### src/hdl/htw_pkg.sv
// Shared types and constants for the hashed timer wheel.
// Used by the divider, the entry memory and the top level; no dependencies.
package htw_pkg;

  localparam int TIMEOUT_W = 32;
  localparam int INTV_W    = 12;
  localparam int QUO_W     = 31;
  localparam int ROUNDS_W  = 31;
  localparam int HANDLE_W  = 5;

  typedef logic [1:0] kind_t;

  localparam kind_t KIND_ADDED    = 2'd0;
  localparam kind_t KIND_REJECTED = 2'd1;
  localparam kind_t KIND_EXPIRED  = 2'd2;
  localparam kind_t KIND_TICKDONE = 2'd3;

endpackage

### src/hdl/htw_divider.sv
// Restoring divider, one quotient bit per cycle; divides the add timeout by the slot interval.
// Depends on htw_pkg.
module htw_divider (
  input  logic                          clk,
  input  logic                          rst_n,
  input  logic                          start,
  input  logic [htw_pkg::QUO_W-1:0]     dividend,
  input  logic [htw_pkg::INTV_W-1:0]    divisor,
  output logic                          done,
  output logic [htw_pkg::QUO_W-1:0]     quotient
);
  import htw_pkg::*;

  localparam int CNT_W = $clog2(QUO_W);

  logic                busy_r, busy_nxt;
  logic                done_r, done_nxt;
  logic [CNT_W-1:0]    cnt_r, cnt_nxt;
  logic [QUO_W-1:0]    dvd_r, dvd_nxt;
  logic [INTV_W-1:0]   rem_r, rem_nxt;
  logic [INTV_W-1:0]   dvs_r, dvs_nxt;
  logic [INTV_W:0]     shifted;
  logic                fits;

  assign shifted = {rem_r, dvd_r[QUO_W-1]};
  assign fits    = shifted >= {1'b0, dvs_r};

  always_comb begin
    busy_nxt = busy_r;
    done_nxt = 1'b0;
    cnt_nxt  = cnt_r;
    dvd_nxt  = dvd_r;
    rem_nxt  = rem_r;
    dvs_nxt  = dvs_r;
    if (start) begin
      busy_nxt = 1'b1;
      cnt_nxt  = CNT_W'(QUO_W - 1);
      dvd_nxt  = dividend;
      rem_nxt  = '0;
      dvs_nxt  = divisor;
    end else if (busy_r) begin
      dvd_nxt = {dvd_r[QUO_W-2:0], fits};
      rem_nxt = fits ? INTV_W'(shifted - {1'b0, dvs_r}) : INTV_W'(shifted);
      cnt_nxt = cnt_r - 1'b1;
      if (cnt_r == '0) begin
        busy_nxt = 1'b0;
        done_nxt = 1'b1;
      end
    end
  end

  always_ff @(posedge clk) begin
    if (!rst_n) begin
      busy_r <= 1'b0;
      done_r <= 1'b0;
      cnt_r  <= '0;
    end else begin
      busy_r <= busy_nxt;
      done_r <= done_nxt;
      cnt_r  <= cnt_nxt;
    end
  end

  always_ff @(posedge clk) begin
    dvd_r <= dvd_nxt;
    rem_r <= rem_nxt;
    dvs_r <= dvs_nxt;
  end

  assign done     = done_r;
  assign quotient = dvd_r;

endmodule

### src/hdl/htw_entry_mem.sv
// Timer entry store: slot and rounds per entry, one write and one registered read port.
// Depends on htw_pkg.
module htw_entry_mem #(
  parameter int DEPTH = 32,
  parameter int AW    = 5,
  parameter int SW    = 6
) (
  input  logic                           clk,
  input  logic                           wr_en,
  input  logic [AW-1:0]                  wr_addr,
  input  logic [SW-1:0]                  wr_slot,
  input  logic [htw_pkg::ROUNDS_W-1:0]   wr_rounds,
  input  logic [AW-1:0]                  rd_addr,
  output logic [SW-1:0]                  rd_slot,
  output logic [htw_pkg::ROUNDS_W-1:0]   rd_rounds
);
  import htw_pkg::*;

  logic [SW+ROUNDS_W-1:0] mem [DEPTH];
  logic [SW+ROUNDS_W-1:0] rd_data_r;

  always_ff @(posedge clk) begin
    if (wr_en) begin
      mem[wr_addr] <= {wr_slot, wr_rounds};
    end
    rd_data_r <= mem[rd_addr];
  end

  assign rd_slot   = rd_data_r[SW+ROUNDS_W-1:ROUNDS_W];
  assign rd_rounds = rd_data_r[ROUNDS_W-1:0];

endmodule

### src/hdl/hashed_timer_wheel.sv
// Hashed timer wheel top level: sequencer, valid bits and slot pointer.
// Depends on htw_pkg, htw_divider and htw_entry_mem.
// Add: result after the 31-step divider, then rounds, slot and entry write; the next
//   request waits until busy drops. Negative timeout: rejected in the next cycle, busy stays low.
// Tick: tick-done after the scan, one entry per cycle; the next request waits until
//   busy drops. Results cannot be stalled. Sync reset: no timers, slot 0, interval 1.
module hashed_timer_wheel #(
  parameter int SLOTS      = 64,
  parameter int MAX_TIMERS = 32
) (
  input  logic                           clk,
  input  logic                           rst_n,
  input  logic                           cfg_we,
  input  logic [htw_pkg::INTV_W-1:0]     cfg_wdata,
  input  logic                           start,
  output logic                           busy,
  input  logic                           in_command,
  input  logic signed [htw_pkg::TIMEOUT_W-1:0] in_timeout,
  output logic                           out_valid,
  output htw_pkg::kind_t                 out_kind,
  output logic [htw_pkg::HANDLE_W-1:0]   out_handle,
  output logic                           out_last
);
  import htw_pkg::*;

  localparam int SW = (SLOTS > 1) ? $clog2(SLOTS) : 1;
  localparam int IW = (MAX_TIMERS > 1) ? $clog2(MAX_TIMERS) : 1;
  localparam int CW = $clog2(MAX_TIMERS + 1);
  localparam int RSH = QUO_W + SW;
  localparam logic [63:0] RECIP_FULL = ((64'd1 << RSH) + 64'(SLOTS) - 64'd1) / 64'(SLOTS);
  localparam logic [QUO_W:0]   RECIP     = RECIP_FULL[QUO_W:0];
  localparam logic [QUO_W-1:0] SLOTS_Q   = QUO_W'(SLOTS);
  localparam logic [CW-1:0]     CNT_END   = CW'(MAX_TIMERS);
  localparam logic [SW-1:0]     SLOT_LAST = SW'(SLOTS - 1);
  localparam logic [SW:0]       SLOT_CNT  = (SW + 1)'(SLOTS);

  localparam logic [2:0] ST_IDLE  = 3'd0;
  localparam logic [2:0] ST_DIV   = 3'd1;
  localparam logic [2:0] ST_RECIP = 3'd2;
  localparam logic [2:0] ST_MOD   = 3'd3;
  localparam logic [2:0] ST_FIN   = 3'd4;
  localparam logic [2:0] ST_SCAN  = 3'd5;
  localparam logic [2:0] ST_TDONE = 3'd6;

  logic [2:0]            state_r, state_nxt;
  logic [INTV_W-1:0]     intv_r, intv_nxt;
  logic [SW-1:0]         cur_r, cur_nxt;
  logic [MAX_TIMERS-1:0] valid_r, valid_nxt;
  logic [CW-1:0]         srch_r, srch_nxt;
  logic                  found_r, found_nxt;
  logic [CW-1:0]         sc_r, sc_nxt;
  logic                  pv_r, pv_nxt;
  logic [IW-1:0]         pidx_r, pidx_nxt;
  logic                  ov_r, ov_nxt;
  kind_t                 okind_r, okind_nxt;
  logic [HANDLE_W-1:0]   ohnd_r, ohnd_nxt;
  logic                  olast_r, olast_nxt;
  logic [QUO_W-1:0]      ticks_r, ticks_nxt;
  logic [SW-1:0]         rem_r, rem_nxt;
  logic [ROUNDS_W-1:0]   rounds_r, rounds_nxt;

  logic                  accept;
  logic                  div_start, div_done;
  logic [QUO_W-1:0]      div_dvd, div_quo;
  logic [INTV_W-1:0]     div_dvs;
  logic [QUO_W-1:0]      ticks;
  logic [2*QUO_W:0]      recip_prod;
  logic [QUO_W-1:0]      rem_full;
  logic [SW:0]           slot_sum;
  logic [SW-1:0]         slot_new;
  logic [IW-1:0]         srch_idx;
  logic                  mem_we;
  logic [IW-1:0]         mem_waddr;
  logic [SW-1:0]         mem_wslot, mem_rslot;
  logic [ROUNDS_W-1:0]   mem_wrounds, mem_rrounds;
  logic                  hit;

  assign busy       = state_r != ST_IDLE;
  assign accept     = start && !busy;
  assign srch_idx   = srch_r[IW-1:0];
  assign div_dvd    = in_timeout[QUO_W-1:0];
  assign div_dvs    = (intv_r == '0) ? INTV_W'(1) : intv_r;
  assign ticks      = (div_quo == '0) ? QUO_W'(1) : div_quo;
  assign recip_prod = {{(QUO_W + 1){1'b0}}, ticks_r} * {{(QUO_W - 1){1'b0}}, RECIP};
  assign rem_full   = ticks_r - rounds_r * SLOTS_Q;
  assign slot_sum   = {1'b0, cur_r} + {1'b0, rem_r};
  assign slot_new   = (slot_sum >= SLOT_CNT) ? SW'(slot_sum - SLOT_CNT) : SW'(slot_sum);
  assign hit        = pv_r && valid_r[pidx_r] && (mem_rslot == cur_r);

  htw_divider u_div (
    .clk       (clk),
    .rst_n     (rst_n),
    .start     (div_start),
    .dividend  (div_dvd),
    .divisor   (div_dvs),
    .done      (div_done),
    .quotient  (div_quo)
  );

  htw_entry_mem #(
    .DEPTH (MAX_TIMERS),
    .AW    (IW),
    .SW    (SW)
  ) u_mem (
    .clk       (clk),
    .wr_en     (mem_we),
    .wr_addr   (mem_waddr),
    .wr_slot   (mem_wslot),
    .wr_rounds (mem_wrounds),
    .rd_addr   (sc_r[IW-1:0]),
    .rd_slot   (mem_rslot),
    .rd_rounds (mem_rrounds)
  );

  always_comb begin
    state_nxt   = state_r;
    intv_nxt    = cfg_we ? cfg_wdata : intv_r;
    cur_nxt     = cur_r;
    valid_nxt   = valid_r;
    srch_nxt    = srch_r;
    found_nxt   = found_r;
    sc_nxt      = sc_r;
    pv_nxt      = 1'b0;
    pidx_nxt    = pidx_r;
    ov_nxt      = 1'b0;
    okind_nxt   = okind_r;
    ohnd_nxt    = '0;
    olast_nxt   = 1'b1;
    ticks_nxt   = ticks_r;
    rem_nxt     = rem_r;
    rounds_nxt  = rounds_r;
    div_start   = 1'b0;
    mem_we      = 1'b0;
    mem_waddr   = pidx_r;
    mem_wslot   = mem_rslot;
    mem_wrounds = mem_rrounds - 1'b1;

    // free-entry search runs alongside the division
    if ((state_r inside {ST_DIV, ST_RECIP, ST_MOD, ST_FIN}) &&
        !found_r && srch_r != CNT_END) begin
      if (!valid_r[srch_idx]) begin
        found_nxt = 1'b1;
      end else begin
        srch_nxt = srch_r + 1'b1;
      end
    end

    case (state_r)
      ST_IDLE: begin
        if (accept) begin
          if (in_command) begin
            state_nxt = ST_SCAN;
            sc_nxt    = '0;
          end else if (in_timeout[TIMEOUT_W-1]) begin
            ov_nxt    = 1'b1;
            okind_nxt = KIND_REJECTED;
          end else begin
            state_nxt = ST_DIV;
            div_start = 1'b1;
            srch_nxt  = '0;
            found_nxt = 1'b0;
          end
        end
      end
      ST_DIV: begin
        if (div_done) begin
          state_nxt = ST_RECIP;
          ticks_nxt = ticks;
        end
      end
      ST_RECIP: begin
        state_nxt  = ST_MOD;
        rounds_nxt = ROUNDS_W'(recip_prod >> RSH);
      end
      ST_MOD: begin
        state_nxt = ST_FIN;
        rem_nxt   = rem_full[SW-1:0];
      end
      ST_FIN: begin
        if (found_r || srch_r == CNT_END) begin
          state_nxt = ST_IDLE;
          ov_nxt    = 1'b1;
          if (found_r) begin
            okind_nxt           = KIND_ADDED;
            ohnd_nxt            = HANDLE_W'(srch_idx);
            valid_nxt[srch_idx] = 1'b1;
            mem_we              = 1'b1;
            mem_waddr           = srch_idx;
            mem_wslot           = slot_new;
            mem_wrounds         = rounds_r;
          end else begin
            okind_nxt = KIND_REJECTED;
          end
        end
      end
      ST_SCAN: begin
        if (sc_r != CNT_END) begin
          pv_nxt   = 1'b1;
          pidx_nxt = sc_r[IW-1:0];
          sc_nxt   = sc_r + 1'b1;
        end else begin
          state_nxt = ST_TDONE;
        end
        if (hit) begin
          if (mem_rrounds != '0) begin
            mem_we = 1'b1;
          end else begin
            valid_nxt[pidx_r] = 1'b0;
            ov_nxt            = 1'b1;
            okind_nxt         = KIND_EXPIRED;
            ohnd_nxt          = HANDLE_W'(pidx_r);
            olast_nxt         = 1'b0;
          end
        end
      end
      ST_TDONE: begin
        state_nxt = ST_IDLE;
        ov_nxt    = 1'b1;
        okind_nxt = KIND_TICKDONE;
        cur_nxt   = (cur_r == SLOT_LAST) ? '0 : cur_r + 1'b1;
      end
      default: begin
        state_nxt = ST_IDLE;
      end
    endcase
  end

  always_ff @(posedge clk) begin
    if (!rst_n) begin
      state_r <= ST_IDLE;
      intv_r  <= INTV_W'(1);
      cur_r   <= '0;
      valid_r <= '0;
      srch_r  <= '0;
      found_r <= 1'b0;
      sc_r    <= '0;
      pv_r    <= 1'b0;
      ov_r    <= 1'b0;
    end else begin
      state_r <= state_nxt;
      intv_r  <= intv_nxt;
      cur_r   <= cur_nxt;
      valid_r <= valid_nxt;
      srch_r  <= srch_nxt;
      found_r <= found_nxt;
      sc_r    <= sc_nxt;
      pv_r    <= pv_nxt;
      ov_r    <= ov_nxt;
    end
  end

  always_ff @(posedge clk) begin
    pidx_r   <= pidx_nxt;
    okind_r  <= okind_nxt;
    ohnd_r   <= ohnd_nxt;
    olast_r  <= olast_nxt;
    ticks_r  <= ticks_nxt;
    rem_r    <= rem_nxt;
    rounds_r <= rounds_nxt;
  end

  assign out_valid  = ov_r;
  assign out_kind   = okind_r;
  assign out_handle = ohnd_r;
  assign out_last   = olast_r;

  a_div_in_add: assert property (@(posedge clk) disable iff (!rst_n)
    div_done |-> state_r == ST_DIV)
    else $error("divider finished outside an add");

  a_expire_in_scan: assert property (@(posedge clk) disable iff (!rst_n)
    (ov_r && okind_r == KIND_EXPIRED) |-> ($past(state_r) == ST_SCAN && !olast_r))
    else $error("expired result outside a tick scan");

  a_added_valid: assert property (@(posedge clk) disable iff (!rst_n)
    (ov_r && okind_r == KIND_ADDED) |-> valid_r[srch_idx])
    else $error("added handle not marked valid");

  a_slot_range: assert property (@(posedge clk) disable iff (!rst_n)
    {1'b0, cur_r} < SLOT_CNT)
    else $error("slot pointer out of range");

  a_busy_no_result_mid_add: assert property (@(posedge clk) disable iff (!rst_n)
    (state_r == ST_DIV || state_r == ST_RECIP || state_r == ST_MOD) |-> !ov_r)
    else $error("result during an add in progress");

endmodule

### config.mk
export PLATFORM = sky130hd
export DESIGN_NAME = hashed_timer_wheel
export DESIGN_NICKNAME = d
export VERILOG_FILES = /design/src/hdl/htw_pkg.sv /design/src/hdl/htw_divider.sv /design/src/hdl/htw_entry_mem.sv /design/src/hdl/hashed_timer_wheel.sv
export SDC_FILE = /design/constraint.sdc
export NUM_CORES = 2
export LEC_CHECK = 0
export ABC_CLOCK_PERIOD_IN_PS = 5050
export BUFFER_PORTS_ARGS = -buffer_cell sky130_fd_sc_hd__buf_2
export CORE_UTILIZATION = 48
export CTS_CLUSTER_DIAMETER = 150
export DETAILED_ROUTE_END_ITERATION = 7
export PLACE_DENSITY = 0.74
export SLEW_MARGIN = 20
export SYNTH_ARGS = -nofsm -noshare
export SYNTH_HDL_FRONTEND = slang
export SYNTH_SLANG_ARGS = --single-unit
### constraint.sdc
create_clock -name clk -period 5.05 [get_ports clk]
set_input_delay 0.2525 -clock clk [delete_from_list [all_inputs] [get_ports clk]]
set_output_delay 0.2525 -clock clk [all_outputs]
set_load 0.02 [all_outputs]
* Word-level counts from Yosys, hierarchy flattened
Memories as Yosys holds them, arrays and structs flattened. A register that Yosys moved wholly into a read port is not among the register bits. Index checks and enable logic that the tools add are counted.
Word-level totals: register bits 205, RAM bits 1184, bits of input ports 49, logic and storage cells 186, memories kept 1
Memories:
- u_mem.mem | words 32, bits a word 37, read ports 1, clocked after memory_dff 1, write ports 1, line htw_entry_mem.sv:19 | logic [SW+ROUNDS_W-1:0] mem [DEPTH];
Operators by class: $add $sub $neg 9, magnitude comparators 6, equal/unequal tests 23, mux-type cells 88, bitwise operators 5, reductions and logical operators 31
Operators by type and width (count):
- $mux 31 | 5
- $mux 32 | 4
- $mux 6 | 14
- $pmux 32 s2 | 1
- $mux 5 | 9
- $and 32x32->32 | 1
- $mux 1 | 32
- $not 32->32 | 1
- $or 32x32->32 | 1
- $logic_not 31->1 | 1
- $reduce_bool 31->1 | 1
- $sub 31x1->31 const B | 1
- $add 6x1->6 const B | 3
- $mux 3 | 6
- $ne 2x2->1 const B | 9
- $pmux 3 s6 | 1
- $ge 13x12->1 | 1
- $eq 6x6->1 const B | 2
- $logic_not 12->1 | 1
- $lt 5x6->1 const B | 2
- $mux 12 | 1
- $mux 2 | 6
- $ne 6x6->1 const B | 2
- $pmux 6 s2 | 1
- other kinds (33) | 56

* Logic depth before layout (Yosys ltp)
depth after elaboration 9, gate-level depth with buffers 12, gate-level depth less buffers 10

* Cells and area by module
Synthesis repeated with hierarchy kept, for this count alone.
Unflattened totals: cell total of the unflattened synthesis 3682, area total of the unflattened synthesis 57510.2 um2
Modules (own cells, without submodules):
- htw_entry_mem | instances 1, cells an instance 2605, area each 46847.4 um2, seq. area each 36294.8 um2
- hashed_timer_wheel | instances 1, cells an instance 809, area each 7531.0 um2, seq. area each 3553.4 um2
- htw_divider | instances 1, cells an instance 268, area each 3131.8 um2, seq. area each 1671.6 um2

* Least setup slack after synthesis
Ideal clock, no wire load.
path kind reg-to-reg, start point reg pidx_r[0], end point mem u_mem.mem[11][0] in the netlist's numbering (enable), library setup time 0.431 ns, data arrival time 3.536 ns, data required time 4.619 ns, setup slack 1.083 ns, cell stages (with the launch flop) 10, buffers on the path 2, cell sequence edfxtp_1 clkbuf_1 buf_1 mux2i_1 o32a_1 o22ai_1 a211o_2 a31o_4 nand2_4 nor2_1
On the way: word-level cells in the longest chain between the ends 8, elaborated cells between the ends (all ways) 11, those cells by class mux: 9; reduce/logical: 2
RTL lines:
- from (decl) | line hashed_timer_wheel.sv:53 | logic [IW-1:0] pidx_r, pidx_nxt;
- from (signal assigned) | line hashed_timer_wheel.sv:253 | pidx_r <= pidx_nxt;
- $bmux 1 s5 | line hashed_timer_wheel.sv:88 | assign hit = pv_r && valid_r[pidx_r] && (mem_rslot == cur_r);
- $mux 1 (not written as such) | line hashed_timer_wheel.sv:88
- $logic_and 1x1->1 (2 in series) | line hashed_timer_wheel.sv:88
- $mux 1 | line hashed_timer_wheel.sv:204 | if (hit) begin
- $pmux 1 s2 | line hashed_timer_wheel.sv:148 | case (state_r)
- $mux 1 | line htw_entry_mem.sv:23 | if (wr_en) begin
- $mux 1 (not written as such) | line htw_entry_mem.sv:24 | mem[wr_addr] <= {wr_slot, wr_rounds};
- to (decl) | line htw_entry_mem.sv:19
Parallel ways exist; a longest one is shown, timed or not. The select of a mux whose other input is x is not followed.

* Worst setup path after layout
start point reg state_r[2], end point mem u_mem.mem[19][11] in the netlist's numbering (enable)
On the way: word-level cells in the longest chain between the ends 4, elaborated cells between the ends (all ways) 6, those cells by class eq/ne: 2; mux: 4
RTL lines:
- from (decl) | line hashed_timer_wheel.sv:45 | logic [2:0] state_r, state_nxt;
- from (signal assigned) | line hashed_timer_wheel.sv:240 | state_r <= state_nxt;
- $eq 3x3->1 | line hashed_timer_wheel.sv:148
- $pmux 1 s2 | line hashed_timer_wheel.sv:148
- $mux 1 | line htw_entry_mem.sv:23
- $mux 1 (not written as such) | line htw_entry_mem.sv:24
Parallel ways exist; a longest one is shown, timed or not.

==> impl_metrics.tcl <==
set metrics [dict create \
    synth_top_family_by_area "multiplexers" \
    drive_gt1_share_pct 26.9 \
    wl_per_cell_microns 27.9 \
    power_mw 24.3 \
    synth_compound_area_share_pct 2.17 \
    gp_congestion 0.860 \
    design_area_sq_mm 0.0641 \
    ios 59 \
    synth_edf_count 1296 \
    finalHoldViolations 0 \
    cp-start-kind "register" \
    clk-insertion-delay-late_ns 0.78 \
    gr-total-overflow 0 \
    synthSimpleGateAreaFrac_pct 4.22 \
    fin_crit_ns 4.24 \
    vias 28600 \
    cts_sinks 1426 \
    antenna_found_initial 3 \
    rows 125 \
    synth_cell_types 67 \
    portBuffers 58 \
    dieArea_sq_mm 0.118 \
    synthAdderAreaFrac_pct 0.673 \
    avgViaCountPerCell 6.09 \
    ant_nets 0 \
    cts_max_level 4 \
    muxShareOfSynthArea_pct 16.7 \
    most-common-layout-cells "1296 x edfxtp_1, 381 x mux4_2, 200 x nand2_1" \
    path_class "register to register" \
    power_density_mw_per_mm2 380 \
    synth_warnings 0 \
    placed_area_sq_mm 0.0588 \
    cpMaxStageDelayCell "nor2_4" \
    async_reset_ff_share_pct 0 \
    start_util_pct 48.4 \
    hold_start "in_timeout[31]" \
    status "finished clean" \
    fin_ws_ns 0.808 \
    fmax_ghz 0.236 \
    ctsLongestPathBuffers 3 \
    place_ws_ns 0.877 \
    cpPeakStageDelay_ns 0.80 \
    synthCells 2883 \
    relSlewSlack_pct 27.6 \
    fp.coreArea_sq_mm 0.116 \
    worstPathArrival_ns 4.66 \
    area_delta_synth_final_pct 14.3 \
    crit_path_end_kind "register" \
    max_cap_violations 0 \
    rsz0062_at_grt "false" \
    worstMarginPinSlew_ns 1.09 \
    syn-num-nets 2961 \
    grt_first_pass_wirelength_mm 192 \
    cts-root-buf "clkbuf_16" \
    fp.dieH_microns 344 \
    drt_iter0_drc 3625 \
    fin_worst_skew_ns 0.0379 \
    p_leak_nw 20.0 \
    dr.pass1.iters 6 \
    fillers 8415 \
    finalSetupViolations 0 \
    grt_use_total_pct 22.3 \
    ys_ff_latch 1426 \
    post-route-util_pct 55.3 \
    ys.flop_type "edfxtp_1" \
    timing.rr.start "state_r[2]" \
    synth-seq-area-share_pct 74.0 \
    grt_pass1_vias 28300 \
    crit_start "state_r[2]" \
    wl_mm 131 \
    antenna_cells 0 \
    layout_commonest_cell "edfxtp_1" \
    drc 0 \
    avgSynthCellArea_sq_um 19.5 \
    r2r_setup_slack_ns 0.81 \
    syn-cell-area_sq_mm 0.0561 \
    grt_max_degree 86 \
    worstPathMaxFanout 19 \
    min_period_over_period_pct 84.0 \
    crit_required_ns 5.47 \
    hold_class "input pin to register" \
    cts_tree "done" \
    drv_slew 0 \
    post_cts_buffers 0 \
    ctsResizeCount 0 \
    nNetsFinal 3128 \
    cp_cell_sequence "nor2b_1 > nand3b_1 > a21boi_0 > nand2_1 > nor2_4 > buf_4" \
    cts.clk_slew.worst_paths_ns 0.06 \
    dp_hpwl_mm 77.2 \
    synthXorXnorAreaFrac_pct 0.858 \
    tns_ns 0 \
    vdd_drop_max_mv 0.467 \
    die_w_microns 344 \
    cts_buffers 142 \
]
state kept, by name (all words and copies together) (netlist names):
| register | count |
|---|---|
| ticks_r | 31 |
| u_mem.rd_data_r | 37 |
| state_r | 3 |
| valid_r | 32 |
| u_div.rem_r | 12 |
| u_mem.mem | 1184 |
| u_div.cnt_r | 5 |
| u_div.dvs_r | 12 |
| pv_r | 1 |
| intv_r | 12 |
| rounds_r | 25 |
| srch_r | 6 |
| found_r | 1 |
| out_handle | 5 |
| sc_r | 6 |
| out_last | 1 |
| cur_r | 6 |
| out_kind | 2 |
| u_div.quotient | 31 |
| rem_r | 6 |
| pidx_r | 5 |
| u_div.done | 1 |
| out_valid | 1 |
| u_div.busy_r | 1 |
through the flow:
| step | cells | hold slack [ns] |
|---|---|---|
| 3_3_place_gp | 4370 | 0.403 |
| 2_1_floorplan | 2883 | 0.381 |
| 4_1_cts | 4692 | 0.00646 |
| 6_report | 4692 | 0.0340 |
| 3_5_place_dp | 4371 | 0.405 |
| 5_1_grt | 4692 | 0.0789 |
worst max-delay path, delay by kind of cell (launching register included):
| family | cells | cell delay (ns) |
|---|---|---|
| buffers and inverters | 1 | 0.48 |
| AOI/OAI and AO/OA | 1 | 0.75 |
| DFF | 1 | 0.60 |
| and+or+nand+nor | 4 | 2.06 |
logic make-up (layout without fill, tap and decap cells):
logic type               count (synthesis)  in the layout
flip-flops                            1426           1426
AND/OR/NAND/NOR                        503            503
multiplexers                           453            453
buffers and inverters                  215            500
AO/OA/AOI/OAI                          202            202
XOR/XNOR                                55             55
adder cells (fa/ha/maj)                 29             29
report_power, final:
part           internal, mW  switching (mW)  total [mW]  leakage (nW)
sequential             12.8          0.0811        12.9          12.7
combinational         0.320           0.472       0.793          4.93
clock                  6.11            4.52        10.6          2.31
total                  19.3            5.07        24.3          20.0
per-layer routing:
metal  global-route usage, %  vias to the layer above  share of wire [%]
li1                        -                    12000                  -
met3                    3.92                      224                8.2
met4                    7.50                        4                3.0
met2                    36.0                     1455                 50
met1                    31.0                    14900                 39
met5                       0                        -              0.020
synth_stat cells (3+ instances only):
master / instances / share of area (%)
o31a_1: 3 / 0.047
mux2_2: 40 / 0.80
o21a_1: 8 / 0.11
o22ai_1: 17 / 0.19
nor2_2: 10 / 0.11
o31ai_1: 4 / 0.054
a211o_1: 4 / 0.062
nor3_1: 43 / 0.38
nor2b_1: 23 / 0.26
edfxtp_1: 1296 / 69
nor2_1: 115 / 0.77
o21bai_1: 4 / 0.054
nand2b_1: 4 / 0.045
xnor2_1: 38 / 0.59
nand3b_1: 6 / 0.080
nand2_4: 3 / 0.060
mux2i_1: 32 / 0.57
o21ai_0: 79 / 0.70
a21oi_1: 49 / 0.44
inv_1: 35 / 0.23
nor4_1: 17 / 0.19
nand4_1: 13 / 0.14
or4_4: 4 / 0.080
ha_1: 27 / 0.60
clkbuf_1: 154 / 1.0
or3_1: 11 / 0.12
and2_1: 6 / 0.067
and3_1: 3 / 0.033
buf_1: 24 / 0.16
mux4_2: 381 / 15
nand3_1: 25 / 0.22
a31oi_1: 5 / 0.056
nand2_1: 200 / 1.3
a21boi_0: 5 / 0.067
xor2_1: 17 / 0.27
nor4b_1: 3 / 0.047
dfxtp_1: 130 / 4.6
a31o_2: 3 / 0.047
what timing repair did:
action / CTS / global route
setup endpoints to repair: 0 / 0
endpoints found under the hold margin: 52 / 0
hold buffers: 59 / 0
final cells by class:
class                           count  area (sq um)  share of cell area, %
Timing Repair Buffer              203          1650                   2.58
Sequential cell                  1426         41500                   64.8
Tap cell                         1524          1910                   2.97
Multi-Input combinational cell   1242         14200                   22.1
Inverter                           35           131                  0.205
Clock inverter                     81           907                   1.41
Clock buffer                      181          3840                   5.99
worst paths after layout:
| kind | endpoint | cells after the start |
|---|---|---|
| max | u_mem.mem[19][11] | 6 |
| min | state_r[1] | 6 |
| max reg2reg | u_mem.mem[19][11] | 6 |
| min reg2reg | rounds_r[20] | 0 |
(Power assumes the default switching activity.)
